**src/rtl/core/sef_pkg.sv**
```systemverilog
package sef_pkg;

  // Default widths of the sample and position fields
  localparam int SAMPLE_BITS_DEF   = 32;
  localparam int POSITION_BITS_DEF = 16;

  // Depth of the result queue; two free slots are needed to take a beat
  localparam int RESULT_DEPTH = 4;

  // Write controls from the detector into the result queue
  typedef struct packed {
    logic push0;
    logic push1;
  } sef_push_t;

endpackage

```
**src/rtl/core/sef_detector.sv**
```systemverilog
module sef_detector #(
  parameter int SAMPLE_BITS   = 32,
  parameter int POSITION_BITS = 16
) (
  input  logic                          clk,
  input  logic                          rst_n,
  input  logic                          cfg_write_en,
  input  logic                          cfg_write_data,
  input  logic                          accept,
  input  logic signed [SAMPLE_BITS-1:0] sample,
  input  logic                          last_sample,
  output sef_pkg::sef_push_t            push,
  output logic [POSITION_BITS+1:0]      res0,
  output logic [POSITION_BITS+1:0]      res1
);
  import sef_pkg::*;

  localparam logic [POSITION_BITS-1:0] POS_MAX = {POSITION_BITS{1'b1}};

  logic signed [SAMPLE_BITS-1:0] prev_r;
  logic [POSITION_BITS-1:0]      cnt_r;
  logic                          have_prev_r;
  logic                          have_dir_r;
  logic                          rising_r;
  logic                          mode_r;

  logic                          changed;
  logic                          rising;
  logic                          turn;
  logic                          e_mid;
  logic                          e_end;
  logic                          dir_now;
  logic                          rise_now;
  logic [POSITION_BITS-1:0]      cur_pos;
  logic [POSITION_BITS+1:0]      mid_item;
  logic [POSITION_BITS+1:0]      end_item;
  logic [POSITION_BITS+1:0]      marker_item;

  // Compare against the previous sample and find a direction turn
  always_comb begin
    changed  = have_prev_r && (sample != prev_r);
    rising   = sample > prev_r;
    if (have_dir_r) begin
      turn = mode_r ? (!rising_r && rising) : (rising_r && !rising);
    end else begin
      turn = mode_r && rising;
    end
    e_mid    = changed && turn;
    dir_now  = have_dir_r || changed;
    rise_now = changed ? rising : rising_r;
    e_end    = last_sample && mode_r && dir_now && !rise_now && !e_mid;
    if (!have_prev_r) begin
      cur_pos = '0;
    end else if (cnt_r == POS_MAX) begin
      cur_pos = POS_MAX;
    end else begin
      cur_pos = cnt_r + POSITION_BITS'(1);
    end
  end

  // Build result beats: extremum first, end marker after it
  always_comb begin
    mid_item    = {cnt_r, 1'b1, 1'b0};
    end_item    = {cur_pos, 1'b1, 1'b0};
    marker_item = {{POSITION_BITS{1'b0}}, 1'b0, 1'b1};
    res1        = marker_item;
    push.push0  = 1'b0;
    push.push1  = 1'b0;
    if (e_mid) begin
      res0       = mid_item;
      push.push0 = accept;
      push.push1 = accept && last_sample;
    end else if (e_end) begin
      res0       = end_item;
      push.push0 = accept;
      push.push1 = accept;
    end else begin
      res0       = marker_item;
      push.push0 = accept && last_sample;
    end
  end

  // Hold mode and per-signal state; clear state on the final sample
  always_ff @(posedge clk) begin
    if (!rst_n) begin
      mode_r      <= 1'b0;
      prev_r      <= '0;
      cnt_r       <= '0;
      have_prev_r <= 1'b0;
      have_dir_r  <= 1'b0;
      rising_r    <= 1'b0;
    end else begin
      if (cfg_write_en) begin
        mode_r <= cfg_write_data;
      end
      if (accept) begin
        if (last_sample) begin
          prev_r      <= '0;
          cnt_r       <= '0;
          have_prev_r <= 1'b0;
          have_dir_r  <= 1'b0;
          rising_r    <= 1'b0;
        end else begin
          prev_r      <= sample;
          cnt_r       <= cur_pos;
          have_prev_r <= 1'b1;
          have_dir_r  <= dir_now;
          rising_r    <= rise_now;
        end
      end
    end
  end

endmodule

```
**src/rtl/core/sef_result_fifo.sv**
```systemverilog
module sef_result_fifo #(
  parameter int ENTRY_BITS = 18
) (
  input  logic                  clk,
  input  logic                  rst_n,
  input  sef_pkg::sef_push_t    push,
  input  logic [ENTRY_BITS-1:0] wr_data0,
  input  logic [ENTRY_BITS-1:0] wr_data1,
  input  logic                  pop,
  output logic                  space_ok,
  output logic                  not_empty,
  output logic [ENTRY_BITS-1:0] rd_data
);
  import sef_pkg::*;

  localparam int PW = $clog2(RESULT_DEPTH);
  localparam int CW = $clog2(RESULT_DEPTH + 1);
  localparam logic [CW-1:0] SPACE_LIMIT = CW'(RESULT_DEPTH - 2);

  logic [ENTRY_BITS-1:0] mem_r [RESULT_DEPTH];
  logic [PW-1:0]         wr_r;
  logic [PW-1:0]         wr_nxt;
  logic [PW-1:0]         rd_r;
  logic [PW-1:0]         rd_nxt;
  logic [CW-1:0]         count_r;
  logic [CW-1:0]         count_nxt;
  logic                  do_pop;

  // Status from the registered count only
  assign space_ok  = count_r <= SPACE_LIMIT;
  assign not_empty = count_r != '0;
  assign rd_data   = mem_r[rd_r];
  assign do_pop    = pop && not_empty;

  // Advance pointers and count
  always_comb begin
    wr_nxt    = wr_r + PW'(push.push0) + PW'(push.push1);
    rd_nxt    = rd_r + PW'(do_pop);
    count_nxt = count_r + CW'(push.push0) + CW'(push.push1) - CW'(do_pop);
  end

  always_ff @(posedge clk) begin
    if (!rst_n) begin
      wr_r    <= '0;
      rd_r    <= '0;
      count_r <= '0;
    end else begin
      wr_r    <= wr_nxt;
      rd_r    <= rd_nxt;
      count_r <= count_nxt;
    end
  end

  // Store up to two beats per cycle
  always_ff @(posedge clk) begin
    if (push.push0) begin
      mem_r[wr_r] <= wr_data0;
    end
    if (push.push1) begin
      mem_r[wr_r + PW'(1)] <= wr_data1;
    end
  end

endmodule

```
**src/rtl/core/signal_extrema_finder_unit.sv**
```systemverilog
// Channel | Ports                                            | Beat taken when
// --------+--------------------------------------------------+--------------------
// in      | in_valid, in_stall, in_sample, in_last_sample    | in_valid & !in_stall
// out     | out_valid, out_stall, out_position, out_found,   | out_valid & !out_stall
//         | out_end_of_signal                                |
// cfg     | cfg_write_en, cfg_write_data                     | cfg_write_en
//
// One input beat per cycle while in_stall is low; the compare and state update finish in the accept cycle.
// Results land in a four-entry queue; out_valid comes from the queue's registered count.
// A final sample may produce two result beats; out drains one beat per cycle while out_stall is low.
// in_stall rises when the queue has fewer than two free entries.
// Synchronous active-low reset clears mode, signal state and the queue.
module signal_extrema_finder_unit #(
  parameter int SAMPLE_BITS   = sef_pkg::SAMPLE_BITS_DEF,
  parameter int POSITION_BITS = sef_pkg::POSITION_BITS_DEF
) (
  input  logic                          clk,
  input  logic                          rst_n,
  input  logic                          cfg_write_en,
  input  logic                          cfg_write_data,
  input  logic                          in_valid,
  output logic                          in_stall,
  input  logic signed [SAMPLE_BITS-1:0] in_sample,
  input  logic                          in_last_sample,
  output logic                          out_valid,
  input  logic                          out_stall,
  output logic [POSITION_BITS-1:0]      out_position,
  output logic                          out_found,
  output logic                          out_end_of_signal
);
  import sef_pkg::*;

  localparam int ENTRY_BITS = POSITION_BITS + 2;

  logic                  accept;
  logic                  space_ok;
  sef_push_t             push;
  logic [ENTRY_BITS-1:0] res0;
  logic [ENTRY_BITS-1:0] res1;
  logic [ENTRY_BITS-1:0] head;

  // Take a beat only with room for two results
  assign in_stall = !space_ok;
  assign accept   = in_valid && space_ok;

  sef_detector #(
    .SAMPLE_BITS  (SAMPLE_BITS),
    .POSITION_BITS(POSITION_BITS)
  ) u_detector (
    .clk           (clk),
    .rst_n         (rst_n),
    .cfg_write_en  (cfg_write_en),
    .cfg_write_data(cfg_write_data),
    .accept        (accept),
    .sample        (in_sample),
    .last_sample   (in_last_sample),
    .push          (push),
    .res0          (res0),
    .res1          (res1)
  );

  sef_result_fifo #(
    .ENTRY_BITS(ENTRY_BITS)
  ) u_result_fifo (
    .clk      (clk),
    .rst_n    (rst_n),
    .push     (push),
    .wr_data0 (res0),
    .wr_data1 (res1),
    .pop      (!out_stall),
    .space_ok (space_ok),
    .not_empty(out_valid),
    .rd_data  (head)
  );

  // Unpack the head beat
  assign out_position      = head[ENTRY_BITS-1:2];
  assign out_found         = head[1];
  assign out_end_of_signal = head[0];

endmodule

```
**config.mk**
```make
export PLATFORM = sky130hd
export DESIGN_NAME = signal_extrema_finder_unit
export DESIGN_NICKNAME = d
export VERILOG_FILES = /design/src/rtl/core/sef_pkg.sv /design/src/rtl/core/sef_detector.sv /design/src/rtl/core/sef_result_fifo.sv /design/src/rtl/core/signal_extrema_finder_unit.sv
export SDC_FILE = /design/constraint.sdc
export NUM_CORES = 1
export LEC_CHECK = 0
export BUFFER_PORTS_ARGS = -buffer_cell sky130_fd_sc_hd__buf_2
export CAP_MARGIN = 20
export CORE_MARGIN = 8
export CORE_UTILIZATION = 47
export DETAILED_ROUTE_END_ITERATION = 10
export PLACE_DENSITY = 0.77
export SKIP_CTS_REPAIR_TIMING = 1
export SYNTH_ARGS = -nofsm -noshare
export SYNTH_HDL_FRONTEND = slang
export SYNTH_SLANG_ARGS = --single-unit
```
**constraint.sdc**
```tcl
create_clock -name clk -period 4.5 [get_ports clk]
set_input_delay 0.225 -clock clk [delete_from_list [all_inputs] [get_ports clk]]
set_output_delay 0.225 -clock clk [all_outputs]
set_load 0.05 [all_outputs]
```
* Word-level counts from Yosys, hierarchy flattened
Memory sizes are Yosys's and may differ from the RTL's. A register that Yosys moved wholly into a read port is not among the register bits.
Cells that the tools add are included.
** Word-level totals
- Memories kept :: 1
- Output and inout bits :: 20
- Memory bits (writable) :: 72
- Flip-flop bits (word level) :: 59
- Input bits :: 39
** Memories
- u_result_fifo.mem_r :: words 4, width 18, rd ports 1, clocked after Yosys merged registers in 1, write ports 2, line sef_result_fifo.sv:20 : logic [ENTRY_BITS-1:0] mem_r [RESULT_DEPTH];
** Cells by class
- Add/subtract/negate cells :: 8
- Magnitude comparators :: 2
- Mux-type cells :: 20
- Equal/unequal tests :: 2
- Reduce and logical (&&, ||, !) cells :: 20
** Operator list (count)
- 16-bit 2-to-1 mux :: 3
- 18-bit 2-to-1 mux :: 2
- 32-bit > comparator :: 1
- 32-bit 2-to-1 mux :: 1
- 32-bit inequality test :: 1
- 16-bit by 1-bit adder with 16-bit output (second input constant) :: 1
- 16-bit == test (second input constant) :: 1
- 1-bit logical AND :: 12
- 1-bit 2-to-1 mux :: 12
- 2-bit by 1-bit adder with 2-bit output :: 3
- 3-bit by 1-bit adder with 3-bit output :: 2
- 1-bit zero test :: 6
- 2-bit 2-to-1 mux :: 2
- 3-bit by 2-bit <= comparator with 1-bit output (second input constant) :: 1
- 3-bit nonzero test :: 1
- 3-bit by 1-bit subtractor with 3-bit output :: 1
- 2-bit by 1-bit adder with 2-bit output (second input constant) :: 1
- 1-bit logical OR :: 1

* Longest topological paths before layout
- Depth in word-level cells :: 13
- Gate-level depth with buffers :: 17
- Gate-level depth less buffers :: 15

* By module
A second synthesis with hierarchy kept.
** Second synthesis, totals
- Cells, all modules :: 673
- Area total of the unflattened synthesis :: 7603.5 µm²
** Modules (own cells, without submodules)
- sef_result_fifo :: seq. area each 2302.2 µm², area an instance 4002.6 µm², cells an instance 216, instances 1
- sef_detector :: seq. area each 1041.0 µm², area an instance 3587.2 µm², cells an instance 454, instances 1
- signal_extrema_finder_unit :: seq. area each 0.0 µm², area an instance 13.8 µm², cells an instance 3, instances 1

* Worst setup path before layout
Ideal clock, no wire load.
- Kind :: register to register
- Start :: register u_detector.prev_r[23]
- End :: register u_result_fifo.count_r[1]
- Data arrival time :: 3.620 ns
- Path buffers :: 1
- Cell stages (with the launch flop) :: 16
- Setup slack :: 0.765 ns
- Data required time :: 4.385 ns
- Setup time :: 0.115 ns
- Cells stage by stage :: dfxtp_1 -> inv_1 -> ha_1 -> nand4_1 -> or4_1 -> o21a_1 -> buf_6 -> a31o_1 -> a31oi_4 -> nor3_1 -> inv_1 -> ha_1 -> fa_1 -> inv_1 -> fa_1 -> and2_1
** On the way
- Longest elaborated chain between the ends :: 13
- Elaborated cells between the ends (all ways) :: 23
- Classes of those cells :: add/sub: 3; order compare: 1; eq/ne: 1; mux: 6; reduce/logical: 12
** Ends and longest elaborated chain
- from (decl) :: line sef_detector.sv:20 : logic signed [SAMPLE_BITS-1:0] prev_r;
- from (signal assigned) :: line sef_detector.sv:104 : prev_r <= sample;
- 32-bit > comparator :: line sef_detector.sv:42 : rising = sample > prev_r;
- 1-bit zero test :: line sef_detector.sv:44 : turn = mode_r ? (!rising_r && rising) : (rising_r && !rising);
- 1-bit logical AND :: line sef_detector.sv:44
- 1-bit 2-to-1 mux :: line sef_detector.sv:44
- 1-bit 2-to-1 mux :: line sef_detector.sv:43 : if (have_dir_r) begin
- 1-bit logical AND :: line sef_detector.sv:48 : e_mid = changed && turn;
- 1-bit zero test :: line sef_detector.sv:51 : e_end = last_sample && mode_r && dir_now && !rise_now && !e_mid;
- 1-bit logical AND :: line sef_detector.sv:51
- 1-bit 2-to-1 mux :: line sef_detector.sv:73 : end else if (e_end) begin
- 2-bit 2-to-1 mux (*) :: line sef_detector.sv:69 : if (e_mid) begin
- 3-bit by 1-bit adder with 3-bit output :: line sef_result_fifo.sv:39 : count_nxt = count_r + CW'(push.push0) + CW'(push.push1) - CW'(do_pop);
- 3-bit by 1-bit adder with 3-bit output (*) :: line sef_result_fifo.sv:39
- 3-bit by 1-bit subtractor with 3-bit output (*) :: line sef_result_fifo.sv:39
- named net u_result_fifo.count_nxt[1] :: line sef_result_fifo.sv:26 : logic [CW-1:0] count_nxt;
- to (signal assigned) :: line sef_result_fifo.sv:50 : count_r <= count_nxt;
- to (decl) :: line sef_result_fifo.sv:25 : logic [CW-1:0] count_r;
The timed path passes the listed nets; every way through them passes the cells marked *.
A chain may end at the register's enable or synchronous reset.

* Worst setup path in the final report
- Start :: register u_detector.prev_r[27]
- End :: register u_result_fifo.count_r[1]
The elaborated chain is that of the path after synthesis.

==> metrics.md <==
| Metric | Value |
|---|---|
| Status | `complete, no violations` |
| Final TNS setup | `0 ns` |
| Share of power burned in registers | `34.7%` |
| Chip width | `143 um` |
| #FFs+latches synth | `131` |
| Clock Latency Late Sink | `0.43 ns` |
| Hold Fails Final Rpt | `0` |
| Most frequent cells in the layout | `dfxtp_1, nor2_1, buf_2, nand2_1, a211oi_2` |
| Net Switching | `2.01 mW` |
| Largest net degree at the start of global routing | `61` |
| Clock Path Buffers | `2` |
| Root Driver | `clkbuf_16` |
| Area added between synthesis and finish | `11.7%` |
| Remaining DRCs | `0` |
| Drt via density | `5.64` |
| Place WS | `0.482 ns` |
| Final wirelength | `17,000 um` |
| Port Buffers | `58` |
| Sw Ratio | `39.6%` |
| Max-slew headroom | `29.5%` |
| HP Class | `primary input to flip-flop` |
| Total CTS buffers | `17` |
| First-pass GRT wire length | `29,300 um` |
| Via count | `5,873` |
| Diode count | `0` |
| Initial Utilization | `48.0%` |
| Ys async rst share | `0%` |
| Pre-Repair DR Iteration Count | `5` |
| Vias in the first global route | `6,050` |
| WL per Instance | `16.3 um` |
| Gr busiest metal | `met2` |
| Io pins | `59` |
| Final Max Slew Viols | `0` |
| Die Ht | `143 um` |
| Post-synthesis sequential area ratio | `34.5%` |
| Comb pwr share | `39.4%` |
| Crit-path max FO | `9` |
| Critical path endpoint category | `flip-flop` |
| CTS H-tree lvls | `4` |
| Post-route cell area | `0.00849 mm^2` |
| Power per cell area | `597 mW/mm^2` |
| Total gr overflow | `0` |
| PnR worst setup slack | `0.481 ns` |
| Unrepaired setup endpoints after global routing | `no` |
| CTS Sinks | `131` |
| Core Region | `0.0158 mm^2` |
| Top FF cell, synth | `dfxtp_1` |
| Fraction of layout cells with a size suffix above 1 | `26.3%` |
| Final Skew | `0.0124 ns` |
| Initial antenna violation count | `0` |
| Kind of critical path | `flip-flop to flip-flop` |
| Met3 global-route usage | `4.07%` |
| Tcrit/Tclk final | `89.3%` |
| Post-synth EDFFs | `0` |
| Die ar. | `0.0205 mm^2` |
| Max VDD drop | `366 uV` |
| Count of final setup violators | `0` |
| Nets@finish | `892` |
| CTS tree | `built` |
| Mapped Cells | `775` |
| CTS clk-pin slew, worst paths | `0.06 ns` |
| Mean Syn Cell Area | `9.81 um^2` |
| F_max | `249 MHz` |
| Placement Rows | `46` |
| DP Area | `0.00793 mm^2` |
| MaxCap Viol Count | `0` |
| R2r setup slk | `0.48 ns` |
| Post-Syn Nets | `853` |
| Detailed placement HPWL | `11,100 um` |
| Synthesis Warnings | `0` |
| Detail Route Antenna Nets | `0` |
| Synth cell types | `69` |
| DRT iter0 DRCs | `358` |
| Pint | `3.06 mW` |
| GP Congestion | `0.803` |
| Most common cell after layout, fill and taps aside | `dfxtp_1` |
| CP startpoint kind | `flip-flop` |
| GRT met2 Usage | `29.0%` |
| Arr. time, crit path | `4.33 ns` |
| Slew @ Worst Pin | `1.05 ns` |
| Clock power frac | `25.9%` |
| GR Util met1 | `22.1%` |
| CP Data Required Time | `4.82 ns` |
| Leak | `3.25 nW` |
| Mapped Area | `0.00760 mm^2` |
| GRT Total Usage | `17.7%` |
| Crit path time final | `4.02 ns` |
critical path: stages (launching register included):
cell     delay [ns]
dfxtp_1        0.33
inv_1          0.04
ha_1           0.32
nand4_2        0.18
or4_1          0.54
o21a_1         0.33
a21oi_1        0.16
and4_1         0.46
nor3_1         0.16
inv_1          0.12
ha_1           0.25
fa_1           0.38
inv_1          0.07
fa_1           0.40
and2_1         0.16
cell families after synthesis:
| kind of cell | share of synthesized area [%] |
|---|---|
| and+or+nand+nor | 20.0 |
| AOI/OAI and AO/OA | 25.3 |
| DFF | 34.5 |
| buffers and inverters | 6.95 |
| adders and majority gates | 6.72 |
| muxes | 5.76 |
| xor gates and xnor gates | 0.807 |
cell usage after synthesis (all sizes together), types with 3 or more instances:
cell	instances	area share [%]
dfxtp	131	35
nor2	88	4.3
a211oi	64	9.5
nand2	53	2.6
inv	45	2.2
ha	36	5.9
a21oi	33	2.2
a21boi	32	3.2
nand3b	31	3.1
buf	27	3.3
clkbuf	27	1.3
a22oi	20	3.8
nor2b	20	1.6
mux4	18	5.3
o21ai	17	1.1
nand3	16	1.1
and3	14	1.2
nor3	12	1.3
and2	8	0.69
nand4	8	0.82
a31oi	7	0.97
nor4	6	1.3
a221oi	5	0.99
and4	5	0.58
xnor2	5	0.58
a221o	4	0.53
nand2b	4	0.33
fa	3	0.79
o211ai	3	0.36
o221a	3	0.44
through the flow:
step	utilization (%)	hold slack (ns)	cells	power [mW]
floorplan	-	0.394	775	3.40
global placement	50.1	0.451	1011	3.71
detailed placement	50.1	0.458	1011	3.77
CTS	53.6	0.0683	1042	5.11
global route	53.6	0.0814	1042	5.36
finish	53.6	0.0675	1042	5.06
sequential cells by signal (all words and copies together) (netlist names):
| name | cells |
|---|---|
| u_result_fifo.wr_r | 2 |
| u_detector.have_prev_r | 1 |
| u_result_fifo.rd_r | 2 |
| u_detector.prev_r | 32 |
| u_result_fifo.count_r | 3 |
| u_detector.have_dir_r | 1 |
| u_detector.mode_r | 1 |
| u_result_fifo.mem_r | 72 |
| u_detector.rising_r | 1 |
| u_detector.cnt_r | 16 |
power by group through the flow:
stage	Combinational, mW	Sequential (mW)	Clock [mW]
6_report	1.99	1.76	1.31
5_1_grt	2.17	1.80	1.39
4_1_cts	2.02	1.76	1.33
3_5_place_dp	2.00	1.77	0
3_3_place_gp	1.95	1.76	0
2_1_floorplan	1.73	1.67	0
final cells by class:
type,instances,area (um^2)
Inverter,46,173
Fill cell,1438,7340
Timing Repair Buffer,74,410
Clock buffer,17,425
Multi-Input combinational cell,544,4460
Clock inverter,14,130
Sequential cell,131,2620
Tap cell,216,270
per-layer routing:
| metal | up-vias | wire length, um |
|---|---|---|
| met5 | - | 0 |
| met3 | 23 | 795 |
| met2 | 124 | 8140 |
| met1 | 2829 | 7800 |
| met4 | 0 | 261 |
| li1 | 2897 | - |
worst paths after layout:
| kind | end | startpoint | cells after the start |
|---|---|---|---|
| worst max register to register | u_result_fifo.count_r[1] | u_detector.prev_r[27] | 14 |
| worst min-delay path | u_detector.mode_r | cfg_write_data | 3 |
| worst max-delay path | u_result_fifo.count_r[1] | u_detector.prev_r[27] | 14 |
| worst min register to register | u_detector.prev_r[25] | u_detector.prev_r[25] | 2 |
Power figures use the tool's default switching activity.
